$ cat config.mk
export PLATFORM = sky130hd
export DESIGN_NAME = gyro_stroke_segmenter_core
export DESIGN_NICKNAME = d
export VERILOG_FILES = /design/src/hdl/gss_pkg.sv /design/src/hdl/gss_step.sv /design/src/hdl/gyro_stroke_segmenter_core.sv
export SDC_FILE = /design/constraint.sdc
export NUM_CORES = 1
export LEC_CHECK = 0
export BUFFER_PORTS_ARGS = -buffer_cell sky130_fd_sc_hd__buf_2
export CAP_MARGIN = 0
export CORE_UTILIZATION = 59
export CTS_CLUSTER_SIZE = 24
export DETAILED_ROUTE_END_ITERATION = 10
export PLACE_DENSITY = 0.77
export SLEW_MARGIN = 25
export SYNTH_ARGS = -nofsm -noshare
export SYNTH_HDL_FRONTEND = slang
export SYNTH_HIERARCHICAL = 1
export SYNTH_SLANG_ARGS = --single-unit
$ cat constraint.sdc
create_clock -name clk -period 14.25 [get_ports clk]
set_input_delay 0.7125 -clock clk [delete_from_list [all_inputs] [get_ports clk]]
set_output_delay 0.7125 -clock clk [all_outputs]
set_load 0.01 [all_outputs]
$ cat src/hdl/gss_pkg.sv
// shared types and constants of the gyro stroke segmenter
package gss_pkg;

  localparam int MaxStrokes = 8;
  localparam int CountW     = 4;
  localparam int RateW      = 17;
  localparam int AccW       = 20;
  localparam int CfgW       = 16;
  localparam int ApbDataW   = 32;
  localparam int ApbAddrW   = 3;

  localparam logic signed [AccW-1:0] AccMax = {1'b0, {(AccW-1){1'b1}}};
  localparam logic signed [AccW-1:0] AccMin = {1'b1, {(AccW-1){1'b0}}};

  localparam logic [CfgW-1:0] StepSizeReset   = 16'd1024;
  localparam logic [CfgW-1:0] NoiseFloorReset = 16'd24;

  // register index, taken from paddr[2]
  localparam logic REG_STEP_SIZE   = 1'b0;
  localparam logic REG_NOISE_FLOOR = 1'b1;

  localparam logic OP_FEED  = 1'b0;
  localparam logic OP_CLEAR = 1'b1;

  typedef enum logic [1:0] {
    DIR_RIGHT = 2'd0,
    DIR_UP    = 2'd1,
    DIR_LEFT  = 2'd2,
    DIR_DOWN  = 2'd3
  } dir_t;

  typedef struct packed {
    logic signed [AccW-1:0] acc_horiz;
    logic signed [AccW-1:0] acc_vert;
    logic                   stroke_valid;
    dir_t                   current_dir;
    logic [CountW-1:0]      code_count;
    logic                   moved_flag;
  } state_t;

  typedef struct packed {
    logic              opcode;
    logic [RateW-1:0]  horiz_rate;
    logic [RateW-1:0]  vert_rate;
  } item_t;

  typedef struct packed {
    logic              committed;
    dir_t              direction;
    logic [CountW-1:0] stroke_count;
    logic              moved;
    logic              dropped;
  } result_t;

  typedef struct packed {
    logic [CfgW-1:0] step_size;
    logic [CfgW-1:0] noise_floor;
  } cfg_t;

endpackage

$ cat src/hdl/gss_step.sv
// next-state and result logic for one gyro sample
module gss_step (
  input  gss_pkg::state_t  st,
  input  gss_pkg::item_t   item,
  input  gss_pkg::cfg_t    cfg,
  output gss_pkg::state_t  st_next,
  output gss_pkg::result_t res
);
  import gss_pkg::*;

  function automatic logic [AccW-1:0] abs_acc(input logic [AccW-1:0] v);
    abs_acc = v[AccW-1] ? (~v + 1'b1) : v;
  endfunction

  function automatic logic [AccW-1:0] sat_acc(input logic [AccW:0] s);
    if (s[AccW] != s[AccW-1]) begin
      sat_acc = s[AccW] ? AccMin : AccMax;
    end else begin
      sat_acc = s[AccW-1:0];
    end
  endfunction

  logic [RateW-1:0]        mag_h;
  logic [RateW-1:0]        mag_v;
  logic [RateW:0]          mag;
  logic                    passes;
  logic [AccW:0]           sum_h;
  logic [AccW:0]           sum_v;
  logic [AccW-1:0]         acc_h;
  logic [AccW-1:0]         acc_v;
  logic [AccW-1:0]         abs_h;
  logic [AccW-1:0]         abs_v;
  logic [AccW:0]           l1;
  logic                    horiz;
  logic signed [AccW:0]    fwd;
  logic signed [AccW:0]    step_s;
  logic [AccW-1:0]         perp;
  logic [AccW-1:0]         abs_perp;
  logic [AccW-1:0]         twice_step;
  logic                    commit;
  logic                    extend;
  dir_t                    dir;

  always_comb begin
    mag_h  = item.horiz_rate[RateW-1] ? (~item.horiz_rate + 1'b1) : item.horiz_rate;
    mag_v  = item.vert_rate[RateW-1]  ? (~item.vert_rate + 1'b1)  : item.vert_rate;
    mag    = {1'b0, mag_h} + {1'b0, mag_v};
    passes = mag >= {{(RateW+1-CfgW){1'b0}}, cfg.noise_floor};

    // accumulate with saturation at the signed limits
    sum_h = {st.acc_horiz[AccW-1], st.acc_horiz}
          + {{(AccW+1-RateW){item.horiz_rate[RateW-1]}}, item.horiz_rate};
    sum_v = {st.acc_vert[AccW-1], st.acc_vert}
          + {{(AccW+1-RateW){item.vert_rate[RateW-1]}}, item.vert_rate};
    acc_h = sat_acc(sum_h);
    acc_v = sat_acc(sum_v);
    abs_h = abs_acc(acc_h);
    abs_v = abs_acc(acc_v);
    l1    = {1'b0, abs_h} + {1'b0, abs_v};

    horiz  = (st.current_dir == DIR_RIGHT) || (st.current_dir == DIR_LEFT);
    step_s = $signed({{(AccW+1-CfgW){1'b0}}, cfg.step_size});
    case (st.current_dir)
      DIR_RIGHT: fwd = $signed({acc_h[AccW-1], acc_h});
      DIR_UP:    fwd = $signed({acc_v[AccW-1], acc_v});
      DIR_LEFT:  fwd = -$signed({acc_h[AccW-1], acc_h});
      default:   fwd = -$signed({acc_v[AccW-1], acc_v});
    endcase
    perp       = horiz ? acc_v : acc_h;
    abs_perp   = abs_acc(perp);
    twice_step = {{(AccW-CfgW-1){1'b0}}, cfg.step_size, 1'b0};

    commit = 1'b0;
    extend = 1'b0;
    dir    = DIR_RIGHT;
    if (!st.stroke_valid) begin
      if (l1 >= {{(AccW+1-CfgW){1'b0}}, cfg.step_size}) begin
        commit = 1'b1;
        if (abs_h >= abs_v) begin
          dir = (!acc_h[AccW-1] && (|acc_h)) ? DIR_RIGHT : DIR_LEFT;
        end else begin
          dir = (!acc_v[AccW-1] && (|acc_v)) ? DIR_UP : DIR_DOWN;
        end
      end
    end else if (fwd >= step_s) begin
      extend = 1'b1;
    end else if (fwd <= -step_s) begin
      commit = 1'b1;
      dir    = dir_t'(st.current_dir + 2'd2);
    end else if (abs_perp >= twice_step) begin
      commit = 1'b1;
      if (horiz) begin
        dir = (!perp[AccW-1] && (|perp)) ? DIR_UP : DIR_DOWN;
      end else begin
        dir = (!perp[AccW-1] && (|perp)) ? DIR_RIGHT : DIR_LEFT;
      end
    end

    st_next = st;
    res     = '0;
    if (item.opcode == OP_CLEAR) begin
      st_next = '0;
    end else if (passes) begin
      st_next.moved_flag = 1'b1;
      st_next.acc_horiz  = acc_h;
      st_next.acc_vert   = acc_v;
      if (commit || extend) begin
        st_next.acc_horiz = '0;
        st_next.acc_vert  = '0;
      end
      if (commit) begin
        st_next.current_dir  = dir;
        st_next.stroke_valid = 1'b1;
        res.committed        = 1'b1;
        res.direction        = dir;
        if (st.code_count < CountW'(MaxStrokes)) begin
          st_next.code_count = st.code_count + 1'b1;
        end else begin
          res.dropped = 1'b1;
        end
      end
    end
    res.stroke_count = st_next.code_count;
    res.moved        = st_next.moved_flag;
  end

endmodule

$ cat src/hdl/gyro_stroke_segmenter_core.sv
// top level of the gyro stroke segmenter: channels, registers and state
// an accepted beat is registered in the input register, then in the result register, which presents it
// throughput: one beat per cycle while out_stall stays low; the accumulator state
// updates as a beat moves from the input register into the result register
// reset: rst is synchronous, active high; it empties both stages, clears the
// stroke state and restores step_size 1024 and noise_floor 24
module gyro_stroke_segmenter_core (
  input  logic                               clk,
  input  logic                               rst,
  // input channel
  input  logic                               in_valid,
  output logic                               in_stall,
  input  logic                               opcode,
  input  logic signed [gss_pkg::RateW-1:0]   horiz_rate,
  input  logic signed [gss_pkg::RateW-1:0]   vert_rate,
  // result channel
  output logic                               out_valid,
  input  logic                               out_stall,
  output logic                               committed,
  output logic [1:0]                         direction,
  output logic [gss_pkg::CountW-1:0]         stroke_count,
  output logic                               moved,
  output logic                               dropped,
  // configuration port
  input  logic                               psel,
  input  logic                               penable,
  input  logic                               pwrite,
  input  logic [gss_pkg::ApbAddrW-1:0]       paddr,
  input  logic [gss_pkg::ApbDataW-1:0]       pwdata,
  output logic [gss_pkg::ApbDataW-1:0]       prdata,
  output logic                               pready
);
  import gss_pkg::*;

  // configuration registers
  cfg_t    cfg;
  logic    cfg_write;

  // input register stage
  logic    s1_valid;
  item_t   s1_item;
  logic    s1_take;
  logic    in_accept;

  // stroke state and the result register
  state_t  st;
  state_t  st_next;
  result_t res_next;
  result_t res;

  // ---------------------------------------------------------------------------
  // configuration port: zero wait states, byte lane bits of paddr ignored
  // ---------------------------------------------------------------------------
  assign pready    = 1'b1;
  assign cfg_write = psel && penable && pwrite && pready;

  always_ff @(posedge clk) begin
    if (rst) begin
      cfg.step_size   <= StepSizeReset;
      cfg.noise_floor <= NoiseFloorReset;
    end else if (cfg_write) begin
      unique case (paddr[2])
        REG_STEP_SIZE:   cfg.step_size   <= pwdata[CfgW-1:0];
        REG_NOISE_FLOOR: cfg.noise_floor <= pwdata[CfgW-1:0];
        default: ;
      endcase
    end
  end

  always_comb begin
    unique case (paddr[2])
      REG_STEP_SIZE:   prdata = {{(ApbDataW-CfgW){1'b0}}, cfg.step_size};
      REG_NOISE_FLOOR: prdata = {{(ApbDataW-CfgW){1'b0}}, cfg.noise_floor};
      default:         prdata = '0;
    endcase
  end

  // ---------------------------------------------------------------------------
  // handshake: the input register empties into the result register whenever
  // that register is empty or being taken this cycle, so a result being taken
  // does not block the next beat from landing in the input register
  // ---------------------------------------------------------------------------
  assign s1_take   = s1_valid && (!out_valid || !out_stall);
  assign in_stall  = s1_valid && !s1_take;
  assign in_accept = in_valid && !in_stall;

  always_ff @(posedge clk) begin
    if (rst) begin
      s1_valid <= 1'b0;
    end else if (!in_stall) begin
      s1_valid <= in_valid;
    end
  end

  // payload holds no reset
  always_ff @(posedge clk) begin
    if (in_accept) begin
      s1_item.opcode     <= opcode;
      s1_item.horiz_rate <= horiz_rate;
      s1_item.vert_rate  <= vert_rate;
    end
  end

  // ---------------------------------------------------------------------------
  // per-sample logic: clear, noise gate, saturating accumulate, commit decision
  // ---------------------------------------------------------------------------
  gss_step u_step (
    .st      (st),
    .item    (s1_item),
    .cfg     (cfg),
    .st_next (st_next),
    .res     (res_next)
  );

  // stroke state advances exactly once per beat, when it leaves the input stage
  always_ff @(posedge clk) begin
    if (rst) begin
      st <= '0;
    end else if (s1_take) begin
      st <= st_next;
    end
  end

  always_ff @(posedge clk) begin
    if (rst) begin
      out_valid <= 1'b0;
    end else if (!out_valid || !out_stall) begin
      out_valid <= s1_valid;
    end
  end

  always_ff @(posedge clk) begin
    if (s1_take) begin
      res <= res_next;
    end
  end

  assign committed    = res.committed;
  assign direction    = res.direction;
  assign stroke_count = res.stroke_count;
  assign moved        = res.moved;
  assign dropped      = res.dropped;

  // ---------------------------------------------------------------------------
  // checks
  // ---------------------------------------------------------------------------
  // a dropped code is always a commit
  a_drop_is_commit: assert property (@(posedge clk) disable iff (rst)
    out_valid && dropped |-> committed)
    else $error("dropped without commit");

  // a commit means the sample passed the floor
  a_commit_moved: assert property (@(posedge clk) disable iff (rst)
    out_valid && committed |-> moved)
    else $error("commit without motion");

  // direction reads zero when nothing committed
  a_dir_quiet: assert property (@(posedge clk) disable iff (rst)
    out_valid && !committed |-> (direction == DIR_RIGHT))
    else $error("direction set without commit");

  // a commit leaves a live stroke behind it
  a_commit_sets_stroke: assert property (@(posedge clk) disable iff (rst)
    s1_take && res_next.committed |=> st.stroke_valid)
    else $error("commit did not set stroke");

  // the buffer count never passes its cap
  a_count_cap: assert property (@(posedge clk) disable iff (rst)
    st.code_count <= CountW'(MaxStrokes))
    else $error("code count over capacity");

endmodule

# Word level (Yosys, flattened, before mapping)
# Index checks and enable logic that the tools add are counted.
[word_totals]
output_inout_bits = 44
register_bits = 126
word_cells = 118
[op_classes]
n_bitwise = 8
eq_ne = 4
mux = 37
n_reduce_logical = 30
order_cmp = 7
n_addsub = 14
[ops]
columns = ["cell", "n"]
rows = [
  ["20-bit 2-to-1 mux", 8],
  ["48-bit 2-to-1 mux", 2],
  ["32-bit case mux with 2 select lines", 1],
  ["21-bit case mux with 3 select lines", 1],
  ["20-bit by 1-bit adder with 20-bit output (second input constant)", 3],
  ["20-bit inverter", 3],
  ["20-bit OR reduction", 3],
  ["20-bit by 17-bit adder with 21-bit output", 2],
  ["20-bit negator with 21-bit output", 2],
  ["40-bit 2-to-1 mux", 1],
  ["17-bit by 1-bit adder with 17-bit output (second input constant)", 2],
  ["17-bit 2-to-1 mux", 2],
  ["17-bit inverter", 2],
  ["2-bit 2-to-1 mux", 11],
  ["20-bit by 20-bit adder with 21-bit output", 1],
  ["21-bit by 16-bit greater-or-equal comparator with 1-bit output", 1],
  ["21-bit by 17-bit greater-or-equal comparator with 1-bit output", 1],
  ["21-bit less-or-equal comparator", 1],
  ["16-bit negator with 21-bit output", 1],
  ["20-bit by 17-bit greater-or-equal comparator with 1-bit output", 1],
  ["20-bit greater-or-equal comparator", 1],
  ["17-bit by 17-bit adder with 18-bit output", 1],
  ["18-bit by 16-bit greater-or-equal comparator with 1-bit output", 1],
  ["1-bit logical AND", 8],
  ["other kinds (19)", 40],
]

# Longest topological paths before layout
[logic_depth]
word_depth = 16
ltp_mapped = 46

# Cells and area by module
# The synthesis kept the hierarchy.
[by_module_without_submodules]
columns = ["module", "area_per_inst_um2", "cells_per_inst", "seq_area_each_um2", "instances"]
rows = [
  ["gss_step", 11179.5, 1692, 0.0, 1],
  ["gyro_stroke_segmenter_core", 5211.2, 427, 2962.8, 1],
]

# Worst setup path before layout
# OpenSTA, ideal clock, no wires.
[synth_timing]
path_kind = "flip-flop to flip-flop"
start = "reg s1_item[25] (netlist bit)"
end = "reg st[1] (netlist name)"
stages_incl_launch_ff = 43
t_arrival_ps = 8540
setup_slack_ps = 5591
synth_period_minus_slack_ps = 8659
setup_ps = 120
t_required_ps = 14130
path_cell_list = "edfxtp_1 > ha_1 > a21o_1 > a31o_2 > or4_1 > o22ai_1 > nor2_1 > o21ai_0 > nand2b_1 > xor2_1 > ha_1 > clkbuf_1 > buf_1 > clkbuf_1 > clkbuf_1 > o21ai_0 > inv_1 > ha_1 > [7 not listed] > o2111ai_1 > o21ai_0 > a21o_1 > a21oi_1 > o21bai_1 > a21oi_1 > xnor2_1 > ha_1 > a2111oi_0 > nand2_1 > a31oi_1 > a41oi_1 > o211ai_2 > nor2_2 > mux2_1 > buf_4 > nand2b_1 > mux2i_1"
[synth_rtl]
columns = ["item", "line", "text"]
rows = [
  ["start, declared", "gyro_stroke_segmenter_core.sv:41", "item_t s1_item;"],
]

==> results.txt <==
WP data arrival: 10910 ps
Core area: 27100 µm²
Count leader, synth: ha_1
Overall Global Routing Usage: 37.9%
Startpoint Class: flip-flop
Slew Viols, Final: 0
Clock buffer depth: 2
Die ar.: 28500 µm²
Grt total ovfl: 0
Prevailing post-synth register cell: dfxtp_1
Placement Setup Slack: 3890 ps
Cell taking the most area after synthesis: ha_1
FF+latch count, synth: 126
Drt pass-1 iters: 6
DR WL/cell: 21.2 µm
Initial antenna violation count: 0
Synth cell types: 97
Post-CTS Setup Bufs: 0
Cells after Synth: 2119
Seq pwr share: 21.6%
Site Rows: 60
Num ports: 121
CTS tree: yes
Psw: 841 µW
Root Buffer: clkbuf_16
Initial Util: 60.5%
Final WS setup: 3700 ps
Pin count of the biggest net entering global routing: 150
IO Port Bufs: 85
Resized Gates After CTS: 0
Switching part of the total: 44.6%
Clock Pin Slew Worst Setup and Hold Paths: 70 ps
Clock skew: 13.1 ps
H-tree depth: 4
Synth warn: 6
Post-synth top cells: 194 x ha_1, 174 x nor2_1, 171 x nand2_1, 162 x nand2b_1, 123 x o21ai_0
Placed Instance Area: 16900 µm²
Met3 usage: 6.34%
Hpwl dp: 41700 µm
Delay-heaviest family, CP: compound AO/OA/AOI/OAI gates
ANT cells: 0
Routed vias/inst: 6.41
Fillcell total: 2373
Slew HR: 30.7%
Max rail drop VDD: 0.0767 mV
Register area share after synthesis: 18.1%
First DRT Iteration DRCs: 1916
Sequential Area: 2960 µm²
Static Leak: 7.43 nW
Max-Cap Viols: 0
Crit end category: flip-flop
Syn_area_per_cell: 7.74 µm²
Met2 Use GR: 59.9%
Global-route wire length before repair: 83400 µm
Final wirelength: 53700 µm
Via count: 16200
Worst Hold Class: in2reg
Nets: 2420
RePlAce Congestion: 1.02
Worst Path Required: 14610 ps
Die height: 169 µm
Crit path time final: 10550 ps
Top cells by area, synth: ha_1 15%, dfxtp_1 10%, edfxtp_1 8.1%
Internal power: 1.05 mW
GR Util met1: 50.1%
Area of the multi-input gates: 12500 µm²
Vias in the first global route: 15100
Post-route cell area: 17500 µm²
TritonCTS buffer count: 17
Clock share of power: 23.6%
Crit Path Class: reg2reg
Actual slew at the worst max-slew pin: 1040 ps
Worst-Skew Late Latency: 440 ps
Setup TNS: 0 ps
Logic pwr share: 54.8%
Share of cells above drive strength 1: 9.27%
Area share of the largest cell type after synthesis: 14.8%
CTS Sinks: 126
CP Max Fanout: 40
Drt drc: 0
EDFF count, synth: 44
Period utilisation layout: 74.0%
Endpoints failing setup: 0
Antenna-violating nets left: 0
Pwr dens: 108 nW/µm²
Post-CTS Hold Buffers: 0
Slowest stage delay, CP: 520 ps
Unrepaired setup endpoints after global routing: no
Die Span X: 169 µm
WP buf/inv: 4
Hold Vio Cnt, Final: 0
Final core utilization: 64.6%
Slowest-stage cell, CP: and2_1
Fmax: 94.8 MHz
Mapped Area: 16400 µm²
GRT busiest layer: met2
Run status: finished, final reports clean
Area growth from synthesis to layout: 6.85%
Asr flop ratio synth: 0%
==> metal layers <==
| layer | up-vias | share of wire [%] |
|---|---|---|
| met1 | 7639 | 43 |
| met2 | 773 | 44 |
| met4 | 0 | 5.0 |
| li1 | 7680 | - |
| met5 | - | 0 |
| met3 | 127 | 8.8 |
==> cell type report <==
| class | count | share of cell area [%] |
|---|---|---|
| flip-flops and latches | 126 | 16.9 |
| multi-input cells | 1781 | 71.4 |
| well taps | 372 | 2.66 |
| clock buffers | 20 | 2.67 |
| inverters | 118 | 2.53 |
| repair buffers | 101 | 3.15 |
| clock inverters | 12 | 0.679 |
==> kinds of logic after synthesis <==
kind of cell,synth area share (%)
muxes,7.60
other,0.0458
and+or+nand+nor,24.7
AOI/OAI and AO/OA,21.4
adders and majority gates,15.3
DFF,18.1
buffers and inverters,6.15
xor gates and xnor gates,6.73
==> flip-flops by register name, summed over array words and instances, names as in the netlist <==
signal        flops
cfg              32
committed         1
direction         2
dropped           1
moved             1
out_valid         1
s1_item          35
s1_valid          1
st               48
stroke_count      4
==> worst register-to-register path: cells and delay by family (launching register included) <==
family / cells / cell delay (ps)
AO/OA/AOI/OAI: 19 / 4370
multiplexers: 1 / 150
adder cells (fa/ha/maj): 5 / 1690
AND/OR/NAND/NOR: 11 / 2220
XOR/XNOR: 3 / 690
buffers and inverters: 4 / 900
flip-flops: 1 / 460
==> per-stage QoR <==
step                instances  hold slack (ps)  total power [mW]
floorplan                2134              447              1.13
global placement         2498              459              1.37
detailed placement       2498              479              1.41
CTS                      2530              428              1.86
global route             2530              426              2.00
finish                   2530              442              1.89
==> cells in the final DEF (no fill, tap or decap), types with 16 or more instances in the layout <==
cell type / count
a211oi_1: 19
a21o_1: 45
a21oi_1: 118
a31oi_1: 23
and3_1: 26
buf_2: 84
buf_4: 16
clkbuf_16: 18
conb_1: 17
dfxtp_1: 81
edfxtp_1: 44
ha_1: 193
inv_1: 116
mux2_2: 20
mux2i_1: 97
nand2_1: 171
nand2b_1: 162
nand3_1: 38
nand4_1: 33
nor2_1: 173
nor2b_1: 26
nor3_1: 56
nor4_1: 16
o21a_1: 19
o21ai_0: 123
o21ai_1: 20
o31ai_1: 17
xnor2_1: 91
xor2_1: 35
==> power groups by stage <==
stage | Combinational [mW] | Sequential, mW | Clock, mW
2_1_floorplan | 0.729 | 0.405 | 0
3_3_place_gp | 0.959 | 0.414 | 0
3_5_place_dp | 0.994 | 0.414 | 0
6_report | 1.03 | 0.407 | 0.446
5_1_grt | 1.13 | 0.409 | 0.464
4_1_cts | 1.00 | 0.407 | 0.449
==> worst paths after layout <==
| path | start | endpoint | slack (ps) | cells after the start |
|---|---|---|---|---|
| worst max register to register | s1_item[4] | st[33] | 3700 | 43 |
| worst min register to register | cfg[14] | cfg[14] | 490 | 2 |
| worst min-delay path | vert_rate[4] | s1_item[4] | 440 | 1 |
| worst max-delay path | s1_item[4] | st[33] | 3700 | 43 |
(Power assumes the default switching activity.)
